[src/jvl_pkg.sv]
// ============================================================================
// jvl_pkg
// Shared types and constants for the joint velocity limiter: the sequencer
// states, the configuration bundle, register indexes and reset values.
// ============================================================================
`default_nettype none

package jvl_pkg;

    // Saturation width of the result and of the stored previous velocity
    localparam int DATA_WIDTH_DEF = 32;

    // Configuration port
    localparam int CFG_ADDR_W = 5;
    localparam int CFG_DATA_W = 32;

    // Register indexes (byte address / 4)
    localparam logic [2:0] REG_MAX_VEL   = 3'd0;
    localparam logic [2:0] REG_LOWER     = 3'd1;
    localparam logic [2:0] REG_UPPER     = 3'd2;
    localparam logic [2:0] REG_MARGIN    = 3'd3;
    localparam logic [2:0] REG_MAX_ACCEL = 3'd4;

    // Reset values, Q16.16
    localparam logic [30:0]        RST_MAX_VEL   = 31'd131072;
    localparam logic signed [31:0] RST_LOWER     = -32'sd205887;
    localparam logic signed [31:0] RST_UPPER     = 32'sd205887;
    localparam logic [30:0]        RST_MARGIN    = 31'd6554;
    localparam logic [30:0]        RST_MAX_ACCEL = 31'd655360;

    // Restoring divide: one quotient bit per step
    localparam int DIV_STEPS = 31;
    localparam int CNT_W     = $clog2(DIV_STEPS);

    typedef struct packed {
        logic [30:0]        max_velocity;
        logic signed [31:0] lower_limit;
        logic signed [31:0] upper_limit;
        logic [30:0]        limit_margin;
        logic [30:0]        max_acceleration;
    } t_cfg;

    typedef enum logic [3:0] {
        ST_IDLE,
        ST_CLAMP,
        ST_LO_CHK,
        ST_MUL,
        ST_DIV,
        ST_APPLY,
        ST_UP_CHK,
        ST_ACC_MUL,
        ST_ACC,
        ST_DONE
    } t_state;

endpackage

`default_nettype wire

[src/jvl_regs.sv]
// ============================================================================
// jvl_regs
// APB-style register file holding the limiter configuration. Writes land on
// the access cycle; reads return the stored value, zero above its width.
// ============================================================================
`default_nettype none

module jvl_regs (
    input  wire logic                          i_clk,
    input  wire logic                          i_rst_n,
    input  wire logic                          psel,
    input  wire logic                          penable,
    input  wire logic                          pwrite,
    input  wire logic [jvl_pkg::CFG_ADDR_W-1:0] paddr,
    input  wire logic [jvl_pkg::CFG_DATA_W-1:0] pwdata,
    output logic      [jvl_pkg::CFG_DATA_W-1:0] prdata,
    output logic                               pready,
    output jvl_pkg::t_cfg                      o_cfg
);

    jvl_pkg::t_cfg r_cfg;
    logic          wr_en;
    logic [2:0]    reg_idx;

    assign pready  = 1'b1;
    assign wr_en   = psel && penable && pwrite;
    assign reg_idx = paddr[jvl_pkg::CFG_ADDR_W-1:2];
    assign o_cfg   = r_cfg;

    // register writes
    always_ff @(posedge i_clk) begin
        if (!i_rst_n) begin
            r_cfg.max_velocity     <= jvl_pkg::RST_MAX_VEL;
            r_cfg.lower_limit      <= jvl_pkg::RST_LOWER;
            r_cfg.upper_limit      <= jvl_pkg::RST_UPPER;
            r_cfg.limit_margin     <= jvl_pkg::RST_MARGIN;
            r_cfg.max_acceleration <= jvl_pkg::RST_MAX_ACCEL;
        end else if (wr_en) begin
            case (reg_idx)
                jvl_pkg::REG_MAX_VEL:   r_cfg.max_velocity     <= pwdata[30:0];
                jvl_pkg::REG_LOWER:     r_cfg.lower_limit      <= signed'(pwdata);
                jvl_pkg::REG_UPPER:     r_cfg.upper_limit      <= signed'(pwdata);
                jvl_pkg::REG_MARGIN:    r_cfg.limit_margin     <= pwdata[30:0];
                jvl_pkg::REG_MAX_ACCEL: r_cfg.max_acceleration <= pwdata[30:0];
                default: ;
            endcase
        end
    end

    // read mux
    always_comb begin
        case (reg_idx)
            jvl_pkg::REG_MAX_VEL:   prdata = {1'b0, r_cfg.max_velocity};
            jvl_pkg::REG_LOWER:     prdata = r_cfg.lower_limit;
            jvl_pkg::REG_UPPER:     prdata = r_cfg.upper_limit;
            jvl_pkg::REG_MARGIN:    prdata = {1'b0, r_cfg.limit_margin};
            jvl_pkg::REG_MAX_ACCEL: prdata = {1'b0, r_cfg.max_acceleration};
            default:                prdata = '0;
        endcase
    end

endmodule

`default_nettype wire

[src/joint_velocity_limiter.sv]
// ============================================================================
// joint_velocity_limiter
// Velocity limiter for one joint: clamp, position-limit scaling near both
// limits, then an acceleration bound against the previous result.
// ============================================================================
//
//  channel   direction  payload
//  s_axis    in         tdata: joint_position, raw_velocity, time_step
//  m_axis    out        tdata: limited_velocity; tuser: limit_active
//  apb       in/out     five 32-bit config registers at 0x00..0x10
//
//  Each word passes the clamp, lower-limit check, upper-limit check, accel
//  multiply, accel bound and final state; a limit scaling adds a multiply,
//  a 31-step restoring divide and a sign step. At most one limit scales a
//  given command, since lower-limit scaling leaves it at or below zero.
//  One 31x31 multiplier serves the scale product and the accel bound; one 32-bit subtractor serves every divide step.
//  Synchronous active-low reset restores the register defaults and clears
//  the stored velocity; the first word after reset skips the accel bound.
//  A new word is taken once the previous result sits in the output register;
//  a stalled result stream holds the block in its final state.
// ============================================================================
`default_nettype none

module joint_velocity_limiter #(
    parameter int DATA_WIDTH = jvl_pkg::DATA_WIDTH_DEF
) (
    input  wire logic                          i_clk,
    input  wire logic                          i_rst_n,
    // input stream
    input  wire logic                          s_axis_tvalid,
    output logic                               s_axis_tready,
    // [31:0] joint_position, [63:32] raw_velocity, [80:64] time_step
    input  wire logic [87:0]                   s_axis_tdata,
    // result stream
    output logic                               m_axis_tvalid,
    input  wire logic                          m_axis_tready,
    // [31:0] limited_velocity
    output logic [31:0]                        m_axis_tdata,
    // [0] limit_active
    output logic [0:0]                         m_axis_tuser,
    // configuration
    input  wire logic                          psel,
    input  wire logic                          penable,
    input  wire logic                          pwrite,
    input  wire logic [jvl_pkg::CFG_ADDR_W-1:0] paddr,
    input  wire logic [jvl_pkg::CFG_DATA_W-1:0] pwdata,
    output logic      [jvl_pkg::CFG_DATA_W-1:0] prdata,
    output logic                               pready
);

    // stored velocity never leaves the 32-bit range, nor the saturation range
    localparam int PREV_W = (DATA_WIDTH < 32) ? DATA_WIDTH : 32;
    localparam logic signed [33:0] SAT_HI = 34'((64'sd1 <<< (PREV_W - 1)) - 64'sd1);
    localparam logic signed [33:0] SAT_LO = -SAT_HI - 34'sd1;

    jvl_pkg::t_cfg  cfg;
    jvl_pkg::t_state r_state, n_state;

    // word and working registers
    logic signed [31:0]       r_q;
    logic signed [31:0]       r_v;
    logic [16:0]              r_dt;
    logic                     r_active;
    logic                     r_side;
    logic                     r_neg;
    logic [30:0]              r_mag;
    logic [30:0]              r_dist;
    logic [30:0]              r_rem;
    logic [30:0]              r_quo;
    logic [jvl_pkg::CNT_W-1:0] r_cnt;
    logic [31:0]              r_md;
    logic signed [PREV_W-1:0] r_res;
    logic signed [PREV_W-1:0] r_prev;
    logic                     r_first;
    logic                     r_out_valid;
    logic [31:0]              r_out_data;
    logic                     r_out_active;

    // control
    logic out_load;
    logic mul_acc;

    // datapath nets
    logic signed [33:0] q34, v34, raw34, mv34, mg34, lo34, up34;
    logic signed [31:0] v_clamped;
    logic signed [33:0] lo_dist, up_dist;
    logic               lo_hit, up_hit;
    logic [30:0]        v_mag;
    logic [30:0]        mul_a, mul_b;
    logic [61:0]        mul_p;
    logic [32:0]        trial;
    logic [31:0]        rem_sh;
    logic               q_bit;
    logic signed [33:0] prev34, md34, delta, acc_v, sat_v;

    jvl_regs u_regs (
        .i_clk   (i_clk),
        .i_rst_n (i_rst_n),
        .psel    (psel),
        .penable (penable),
        .pwrite  (pwrite),
        .paddr   (paddr),
        .pwdata  (pwdata),
        .prdata  (prdata),
        .pready  (pready),
        .o_cfg   (cfg)
    );

    // operand extension to a common 34-bit signed range
    assign q34  = 34'(r_q);
    assign v34  = 34'(r_v);
    assign raw34 = 34'(signed'(s_axis_tdata[63:32]));
    assign mv34 = signed'({3'b000, cfg.max_velocity});
    assign mg34 = signed'({3'b000, cfg.limit_margin});
    assign lo34 = 34'(cfg.lower_limit);
    assign up34 = 34'(cfg.upper_limit);

    // clamp applied to the latched command
    always_comb begin
        if (v34 > mv34) begin
            v_clamped = 32'(mv34);
        end else if (v34 < -mv34) begin
            v_clamped = 32'(-mv34);
        end else begin
            v_clamped = r_v;
        end
    end

    // limit zone checks
    assign lo_dist = q34 - lo34;
    assign up_dist = up34 - q34;
    assign lo_hit  = (q34 <= lo34 + mg34) && r_v[31];
    assign up_hit  = (q34 >= up34 - mg34) && !r_v[31] && (r_v != '0);
    assign v_mag   = r_v[31] ? 31'(-v34) : r_v[30:0];

    // shared multiplier: scale product or acceleration bound
    assign mul_a = mul_acc ? cfg.max_acceleration : r_mag;
    assign mul_b = mul_acc ? {14'd0, r_dt} : r_dist;
    assign mul_p = {31'd0, mul_a} * {31'd0, mul_b};

    // restoring divide step
    assign rem_sh = {r_rem, r_quo[30]};
    assign trial  = {1'b0, rem_sh} - {2'b00, cfg.limit_margin};
    assign q_bit  = !trial[32];

    // acceleration bound and saturation
    assign prev34 = 34'(r_prev);
    assign md34   = signed'({2'b00, r_md});
    assign delta  = v34 - prev34;
    always_comb begin
        if (!r_first && (delta > md34)) begin
            acc_v = prev34 + md34;
        end else if (!r_first && (delta < -md34)) begin
            acc_v = prev34 - md34;
        end else begin
            acc_v = v34;
        end
        if (acc_v > SAT_HI) begin
            sat_v = SAT_HI;
        end else if (acc_v < SAT_LO) begin
            sat_v = SAT_LO;
        end else begin
            sat_v = acc_v;
        end
    end

    // next state
    always_comb begin
        n_state = r_state;
        case (r_state)
            jvl_pkg::ST_IDLE: begin
                if (s_axis_tvalid) n_state = jvl_pkg::ST_CLAMP;
            end
            jvl_pkg::ST_CLAMP:  n_state = jvl_pkg::ST_LO_CHK;
            jvl_pkg::ST_LO_CHK: begin
                if (lo_hit && (lo_dist > 0)) begin
                    n_state = jvl_pkg::ST_MUL;
                end else begin
                    n_state = jvl_pkg::ST_UP_CHK;
                end
            end
            jvl_pkg::ST_MUL: n_state = jvl_pkg::ST_DIV;
            jvl_pkg::ST_DIV: begin
                if (r_cnt == '0) n_state = jvl_pkg::ST_APPLY;
            end
            jvl_pkg::ST_APPLY: begin
                n_state = r_side ? jvl_pkg::ST_ACC_MUL : jvl_pkg::ST_UP_CHK;
            end
            jvl_pkg::ST_UP_CHK: begin
                if (up_hit && (up_dist > 0)) begin
                    n_state = jvl_pkg::ST_MUL;
                end else begin
                    n_state = jvl_pkg::ST_ACC_MUL;
                end
            end
            jvl_pkg::ST_ACC_MUL: n_state = jvl_pkg::ST_ACC;
            jvl_pkg::ST_ACC:     n_state = jvl_pkg::ST_DONE;
            jvl_pkg::ST_DONE: begin
                if (!r_out_valid || m_axis_tready) n_state = jvl_pkg::ST_IDLE;
            end
            default: n_state = jvl_pkg::ST_IDLE;
        endcase
    end

    // control outputs
    always_comb begin
        s_axis_tready = (r_state == jvl_pkg::ST_IDLE);
        out_load      = (r_state == jvl_pkg::ST_DONE) && (!r_out_valid || m_axis_tready);
        mul_acc       = (r_state == jvl_pkg::ST_ACC_MUL);
    end

    // sequencer and control state
    always_ff @(posedge i_clk) begin
        if (!i_rst_n) begin
            r_state     <= jvl_pkg::ST_IDLE;
            r_out_valid <= 1'b0;
            r_first     <= 1'b1;
            r_prev      <= '0;
        end else begin
            r_state <= n_state;
            if (out_load) begin
                r_out_valid <= 1'b1;
                r_prev      <= r_res;
                r_first     <= 1'b0;
            end else if (m_axis_tready) begin
                r_out_valid <= 1'b0;
            end
        end
    end

    // datapath
    always_ff @(posedge i_clk) begin
        case (r_state)
            jvl_pkg::ST_IDLE: begin
                r_q      <= signed'(s_axis_tdata[31:0]);
                r_v      <= 32'(raw34);
                r_dt     <= s_axis_tdata[80:64];
                r_active <= 1'b0;
            end
            jvl_pkg::ST_CLAMP: r_v <= v_clamped;
            jvl_pkg::ST_LO_CHK: begin
                if (lo_hit) begin
                    r_active <= 1'b1;
                    if (lo_dist <= 0) r_v <= '0;
                end
                r_side <= 1'b0;
                r_neg  <= r_v[31];
                r_mag  <= v_mag;
                r_dist <= lo_dist[30:0];
            end
            jvl_pkg::ST_UP_CHK: begin
                if (up_hit) begin
                    r_active <= 1'b1;
                    if (up_dist <= 0) r_v <= '0;
                end
                r_side <= 1'b1;
                r_neg  <= r_v[31];
                r_mag  <= v_mag;
                r_dist <= up_dist[30:0];
            end
            jvl_pkg::ST_MUL: begin
                // product < margin * 2^31, so the top half starts below margin
                r_rem <= mul_p[61:31];
                r_quo <= mul_p[30:0];
                r_cnt <= jvl_pkg::CNT_W'(jvl_pkg::DIV_STEPS - 1);
            end
            jvl_pkg::ST_DIV: begin
                r_rem <= q_bit ? trial[30:0] : rem_sh[30:0];
                r_quo <= {r_quo[29:0], q_bit};
                r_cnt <= r_cnt - 1'b1;
            end
            jvl_pkg::ST_APPLY: begin
                r_v <= r_neg ? -signed'({1'b0, r_quo}) : signed'({1'b0, r_quo});
            end
            jvl_pkg::ST_ACC_MUL: r_md  <= mul_p[47:16];
            jvl_pkg::ST_ACC:     r_res <= sat_v[PREV_W-1:0];
            default: ;
        endcase
    end

    // output register
    always_ff @(posedge i_clk) begin
        if (out_load) begin
            r_out_data   <= 32'(r_res);
            r_out_active <= r_active;
        end
    end

    assign m_axis_tvalid = r_out_valid;
    assign m_axis_tdata  = r_out_data;
    assign m_axis_tuser  = r_out_active;

`ifndef SYNTH
    // an accepted word always starts at the clamp step
    a_start: assert property (@(posedge i_clk) disable iff (!i_rst_n)
        s_axis_tvalid && s_axis_tready |=> r_state == jvl_pkg::ST_CLAMP)
        else $error("accepted word did not enter clamp step");

    // partial remainder stays below the margin through the divide
    a_rem: assert property (@(posedge i_clk) disable iff (!i_rst_n)
        r_state == jvl_pkg::ST_DIV |-> r_rem < cfg.limit_margin)
        else $error("divide remainder out of range");

    // scaling never grows the command
    a_quo: assert property (@(posedge i_clk) disable iff (!i_rst_n)
        r_state == jvl_pkg::ST_APPLY |-> r_quo <= r_mag)
        else $error("scaled magnitude exceeds input magnitude");

    // a new result appears only out of the final state
    a_load: assert property (@(posedge i_clk) disable iff (!i_rst_n)
        $rose(m_axis_tvalid) |-> $past(r_state) == jvl_pkg::ST_DONE)
        else $error("result word loaded outside final state");
`endif

endmodule

`default_nettype wire

[config.mk]
export PLATFORM = sky130hd
export DESIGN_NAME = joint_velocity_limiter
export DESIGN_NICKNAME = d
export VERILOG_FILES = /design/src/jvl_pkg.sv /design/src/jvl_regs.sv /design/src/joint_velocity_limiter.sv
export SDC_FILE = /design/constraint.sdc
export NUM_CORES = 2
export LEC_CHECK = 0
export ABC_AREA = 1
export BUFFER_PORTS_ARGS = -buffer_cell sky130_fd_sc_hd__buf_2
export CORE_MARGIN = 8
export CORE_UTILIZATION = 29
export CTS_BUF_LIST = sky130_fd_sc_hd__clkbuf_8
export DETAILED_ROUTE_END_ITERATION = 8
export GPL_TIMING_DRIVEN = 0
export PLACE_DENSITY = 0.45
export SETUP_SLACK_MARGIN = 0.15
export SYNTH_ARGS = -nofsm -noshare
export SYNTH_HDL_FRONTEND = slang
export SYNTH_SLANG_ARGS = --single-unit
[constraint.sdc]
create_clock -name i_clk -period 9 [get_ports i_clk]
set_input_delay 1.8 -clock i_clk [delete_from_list [all_inputs] [get_ports i_clk]]
set_output_delay 1.8 -clock i_clk [all_outputs]
set_load 0.02 [all_outputs]
Yosys cells after proc, flatten, opt, wreduce, memory -nomap -nowiden
Cells that the tools add are included.
{"block": "word_totals", "ff_bits": 505, "output_inout_bits": 68, "memories": 0, "word_cells": 137, "latchBits": 0, "inputBits": 132, "rom_bits": 0, "ram_bits": 0}
{"block": "classes", "div": 0, "shift": 0, "reduce_logical": 33, "mul": 1, "n_eq_ne": 21, "mux": 33, "addsub": 13, "bitwise": 0, "n_lt_le_gt_ge": 12}
{"operator": "32-bit one-hot mux with 5 select lines", "count": 2}
{"operator": "32-bit two-way mux", "count": 8}
{"operator": "31-bit one-hot mux with 2 select lines", "count": 3}
{"operator": "32-bit by 32-bit subtractor with 33-bit output", "count": 4}
{"operator": "31-bit two-way mux", "count": 4}
{"operator": "34-bit two-way mux", "count": 2}
{"operator": "33-bit by 1-bit greater-than comparator with 1-bit output, second input constant", "count": 2}
{"operator": "33-bit by 1-bit <= comparator with 1-bit output, second input constant", "count": 2}
{"operator": "31-bit by 31-bit multiplier with 62-bit output", "count": 1}
{"operator": "4-bit one-hot mux with 10 select lines", "count": 1}
{"operator": "32-bit by 33-bit adder with 34-bit output", "count": 1}
{"operator": "34-bit by 32-bit greater-than comparator with 1-bit output, second input constant", "count": 1}
{"operator": "32-bit by 34-bit less-than comparator with 1-bit output", "count": 1}
{"operator": "33-bit by 34-bit less-than comparator with 1-bit output", "count": 1}
{"operator": "34-bit by 32-bit less-than comparator with 1-bit output, second input constant", "count": 1}
{"operator": "31-bit negation with 34-bit output", "count": 1}
{"operator": "32-bit negation with 34-bit output", "count": 1}
{"operator": "32-bit by 33-bit subtractor with 34-bit output", "count": 1}
{"operator": "32-bit by 32-bit adder with 33-bit output", "count": 1}
{"operator": "32-bit by 33-bit >= comparator with 1-bit output", "count": 1}
{"operator": "33-bit greater-than comparator", "count": 1}
{"operator": "32-bit by 33-bit <= comparator with 1-bit output", "count": 1}
{"operator": "32-bit by 31-bit subtractor with 33-bit output", "count": 1}
{"operator": "32-bit greater-than comparator", "count": 1}
{"operator": "32 further kinds", "count": 70}

Logic depth before layout (Yosys ltp)
{"block": "logic_depth", "word_depth": 7, "depth_mapped": 42, "mapped_depth_nobuf": 39}

Modules after synthesis
From an unflattened synthesis, not the netlist that was laid out.
{"block": "unflattened", "cells_unflattened": 9828, "area_unflattened_um2": 74107.3}
{"module": "joint_velocity_limiter", "seq_area_each_um2": 10069.7, "cells_each": 8622, "area_per_inst_um2": 66397.4, "n_inst": 1}
{"module": "jvl_regs", "seq_area_each_um2": 3143.0, "cells_each": 1206, "area_per_inst_um2": 7709.9, "n_inst": 1}

Worst setup path after synthesis
No wires, ideal clock.
{"block": "synth_timing", "path_kind": "reg2reg", "startpoint": "register r_state[2]", "endpoint": "register r_rem[17] (data pin)", "arrival_ns": 8.452, "required_ns": 8.746, "path_buffers": 4, "setup_time_ns": 0.254, "path_stages_with_launch": 34, "path_slack_ns": 0.295, "synth_period_minus_slack_ns": 8.705, "path_cell_list": "dfxtp_1 buf_2 inv_2 nor2_1 inv_2 nor2_2 buf_2 buf_1 a21oi_1 clkbuf_1 nor2_1 fa_1 fa_1 inv_1 fa_1 fa_1 fa_1 inv_1 fa_1 fa_1 inv_1 fa_1 inv_1 ha_1 a21oi_1 o21ai_0 a21oi_1 nand3_1 a21oi_1 o21bai_1 a21o_1 or2_2 nand3_1 nand2_1"}
{"block": "synth_via", "elab_chain_len": 4, "elab_cells_between_ends": 7, "cone_classes": "mul: 1; eq/ne: 3; mux: 3"}
{"item": "start, declared", "line": "joint_velocity_limiter.sv:57", "text": "jvl_pkg::t_state r_state, n_state;"}
{"item": "start signal, assigned", "line": "joint_velocity_limiter.sv:215", "text": "r_state <= jvl_pkg::ST_IDLE;"}
{"item": "start signal, assigned", "line": "joint_velocity_limiter.sv:220", "text": "r_state <= n_state;"}
{"item": "4-bit by 3-bit equality test with 1-bit output", "line": "joint_velocity_limiter.sv:209", "text": "mul_acc = (r_state == jvl_pkg::ST_ACC_MUL);"}
{"item": "31-bit two-way mux, on equally long branches", "line": "joint_velocity_limiter.sv:137, joint_velocity_limiter.sv:138"}
{"item": "31-bit by 31-bit multiplier with 62-bit output", "line": "joint_velocity_limiter.sv:139", "text": "assign mul_p = {31'd0, mul_a} * {31'd0, mul_b};"}
{"item": "31-bit one-hot mux with 2 select lines *", "line": "joint_velocity_limiter.sv:233", "text": "case (r_state)"}
{"item": "end signal, assigned", "line": "joint_velocity_limiter.sv:263", "text": "r_rem <= mul_p[61:31];"}
{"item": "end signal, assigned", "line": "joint_velocity_limiter.sv:268", "text": "r_rem <= q_bit ? trial[30:0] : rem_sh[30:0];"}
{"item": "end, declared", "line": "joint_velocity_limiter.sv:68", "text": "logic [30:0] r_rem;"}
Mark *: on every way between the ends. The rest lies on a longest branch, timed or not.
A chain may end at the register's enable or synchronous reset.

Worst setup path in the final report
{"block": "layout_timing", "startpoint": "register r_state[2]", "endpoint": "register r_quo[29] (data pin)"}
{"block": "layout_via", "elab_chain_len": 4, "elab_cells_between_ends": 7, "cone_classes": "mul: 1; eq/ne: 3; mux: 3"}
{"item": "4-bit by 3-bit equality test with 1-bit output *", "line": "joint_velocity_limiter.sv:209"}
{"item": "31-bit two-way mux, on equally long branches", "line": "joint_velocity_limiter.sv:137, joint_velocity_limiter.sv:138"}
{"item": "31-bit by 31-bit multiplier with 62-bit output *", "line": "joint_velocity_limiter.sv:139"}
{"item": "via mul_p[29]", "line": "joint_velocity_limiter.sv:90", "text": "logic [61:0] mul_p;"}
{"item": "31-bit one-hot mux with 2 select lines *", "line": "joint_velocity_limiter.sv:233"}
{"item": "end signal, assigned", "line": "joint_velocity_limiter.sv:264", "text": "r_quo <= mul_p[30:0];"}
{"item": "end signal, assigned", "line": "joint_velocity_limiter.sv:269", "text": "r_quo <= {r_quo[29:0], q_bit};"}
{"item": "end, declared", "line": "joint_velocity_limiter.sv:69", "text": "logic [30:0] r_quo;"}
Mark *: on every way through the listed nets, which the timed path passes. The rest lies on a longest branch.

==> qor.yml <==
place:
  gp_congestion: 0.996
  io_buffers: 188
  dpl.hpwl_um: 316000
cts:
  tritoncts: "yes"
  path_clk_slew_ns: 0.06
  clkSinkCount: 505
  cts_htree_levels: 3
  clock_latency_ns: 0.85
  numCtsBuffers: 95
  cts_root_buffer: "clkbuf_8"
  clockBufferDepth: 3
sta:
  tns_ns: 0
  setup_violations: 0
  finClkSkew_ns: 0.0646
  worst_pin_slew_ns: 1.42
  drv_slew: 0
  fmax_mhz: 115
  slew_headroom_pct: 5.55
  fin_crit_ns: 8.72
  rsz0062_at_grt: "no"
  fin_crit_sh_pct: 96.9
  hold_violations: 0
drt:
  drc: 0
  post_drt_via_cell_ratio: 5.18
  wl_um: 374000
  wl_per_cell_um: 27.3
  drt_iter0_markers: 6665
  dr.pass1.iters: 6
  vias: 70954
  antenna_left: 0
yosys:
  ys_ff_latch: 505
  synth_cell_types: 61
  synth-adder-area-share_pct: 34.9
  synthCells: 9804
  yosys_warnings: 0
  synth-edff-count: 310
  netlist.area_leader.share_pct: 22.9
  yosys.area_share.simple_pct: 20.2
  syn_area_sq_um: 73800
  synth-compound-area-share_pct: 12.3
  synth_fp_nets: 11490
  yosysTopAreaCell: "fa_1"
  ys_seq_area_share_pct: 17.9
  synthTopCellsByArea: "fa_1 (23%), edfxtp_1 (13%), ha_1 (12%), nand2_1 (9.9%), inv_1 (9.3%)"
  synth_most_common_cell: "nand2_1"
  async_flop_share_pct: 0
  synthMuxAreaShare_pct: 0.0678
  synth_top_flop_cell: "edfxtp_1"
  synth_top_family_by_area: "adder cells"
  synth_xor_area_share_pct: 3.65
  syn_area_per_cell_sq_um: 7.53
  synth.cells.most_frequent: "nand2_1 (1947), inv_1 (1837), nor2_1 (1171)"
setup_path:
  r2r_slack_ns: 0.28
  crit_type: "register to register"
  reg2reg_to: "r_quo[29]"
  cpMostUsedCell: "fa_1"
  arrival_ns: 9.39
  crit_fanout: 10
  worstSetupEndpointType: "register"
  reg2reg_depth: 37
  r2r-start: "r_state[2]"
  crit_slowest_cell: "fa_1"
  cp_data_required_time_ns: 9.67
  critical_path.max_stage_delay_ns: 0.59
  critPathLaunchType: "register"
cells_and_area:
  nets: 11942
  drive_above_1_share_pct: 9.95
  area_delta_synth_final_pct: 15.6
  fillers: 27488
floorplan:
  dieWidth_um: 521
  floorplan.initialDensity_pct: 29.1
  die_h_um: 521
  core-area_sq_um: 254000
  io_pins: 200
  die_area_sq_um: 271000
  fp-row-count: 185
grt:
  antenna_found_initial: 17
  grt_pass1_vias: 71197
  grt_use_total_pct: 26.8
  grt-ovfl-total: 0
  grt_max_degree: 53
  grt_first_pass_wirelength_um: 524000
run:
  max-cap-violations: 0
hold_path:
  min-delay-path-class: "register to register"
  min_to: "m_axis_tdata[2]"
  worstHoldStart: "r_res[2]"
  hold_path_depth: 0
outcome:
  outcome: "completed"
[placed cells by master, fill, tap and decap left out, types with 21 or more instances in the layout]
cell and instances:
nand4_1 83, dfxtp_1 194, a21o_1 39, edfxtp_1 310
nor4_1 43, inv_2 33, o21ai_1 54, inv_1 1809
nand2_1 1923, a21oi_1 602, o211ai_1 83, xnor2_1 86
a31oi_1 47, ha_1 685, clkinv_2 25, fa_1 828
clkbuf_1 120, nand3_1 267, nor2_4 30, a21oi_4 26
clkinvlp_4 30, o221ai_1 21, xor2_1 200, clkbuf_2 23
nor2_1 1108, nor2_2 38, buf_4 126, nor3_1 73
clkbuf_8 121, nand2_2 28, o21ai_0 575, buf_2 229
buf_12 38, o21bai_1 23, a21oi_2 34, a221oi_1 23
[registers in the layout, summed over array words and instances (netlist names)]
signal         cells
r_dt              17
r_v               32
r_cnt              5
r_q               32
r_first            1
m_axis_tdata      32
r_dist            31
r_mag             31
r_neg              1
m_axis_tuser       1
r_md              32
r_state            4
u_regs.o_cfg     157
r_res             32
r_prev            32
m_axis_tvalid      1
r_rem             31
r_side             1
r_quo             31
r_active           1
[cells by family after synthesis]
group / Yosys count
other: 1
and+or+nand+nor: 3677
muxes: 5
xor gates and xnor gates: 308
AOI/OAI and AO/OA: 1627
buffers and inverters: 2127
DFF: 505
adders and majority gates: 1554
[critical path: cells and delay by family (launching register included)]
| kind | cells | cell delay (ns) |
|---|---|---|
| AOI/OAI and AO/OA | 5 | 0.71 |
| and+or+nand+nor | 6 | 0.60 |
| buffers and inverters | 16 | 1.83 |
| xor gates and xnor gates | 1 | 0.57 |
| DFF | 1 | 0.32 |
| adders and majority gates | 9 | 4.42 |
[repair_timing]
item                                    4_1_cts  5_1_grt
hold buffers                                  0        0
resized for setup                           391      240
gates cloned                                  1        1
setup buffers                               102       48
pin swaps                                    27       66
endpoints found under the setup margin       84       67
[cell type report]
type	instances	area, sq um	area share (%)
inverters	1875	7180	8.41
plain buffers	252	1670	1.95
repair buffers	355	2790	3.27
well taps	3366	4210	4.94
clock inverters	67	602	0.705
flip-flops and latches	505	13200	15.5
diodes	7	17.5	0.0205
clock buffers	108	1490	1.74
multi-input cells	7172	54200	63.5
[metal layers]
metal	vias to the layer above	routed length [um]	GRT usage (%)
met4	2	20600	12.4
met3	681	30100	5.55
met2	3027	164000	42.1
met1	35210	159000	35.3
li1	32034	-	-
met5	-	14	0
[worst max path at each step]
stage / endpoint / depth (start not counted) / slack (ns) / start
2_1_floorplan: r_rem[17] / 33 / 0.29 / r_state[2]
3_3_place_gp: r_rem[2] / 34 / -4.12 / r_state[2]
3_5_place_dp: r_rem[3] / 34 / -2.48 / r_state[2]
4_1_cts: r_rem[23] / 35 / 0.1 / r_state[2]
5_1_grt: r_rem[2] / 39 / 0.11 / r_state[2]
6_report: r_quo[29] / 37 / 0.28 / r_state[2]
[per-stage QoR]
step | area (sq um) | utilization [%] | setup WS [ns] | cells | hold WS, ns
6_report | 85300 | 33.6 | 0.283 | 13707 | 0.453
5_1_grt | 85300 | 33.6 | 0.107 | 13702 | 0.463
4_1_cts | 84000 | 33.1 | 0.0989 | 13651 | 0.454
3_5_place_dp | 79300 | 31.3 | -2.48 | 13373 | 0.441
3_3_place_gp | 79000 | 31.1 | -4.12 | 13358 | 0.440
2_1_floorplan | 73800 | - | 0.295 | 9804 | 0.400
Power is left out: the tool's default activity adds up to more than one toggle a clock period on the data nets, which glitch-free logic cannot reach.
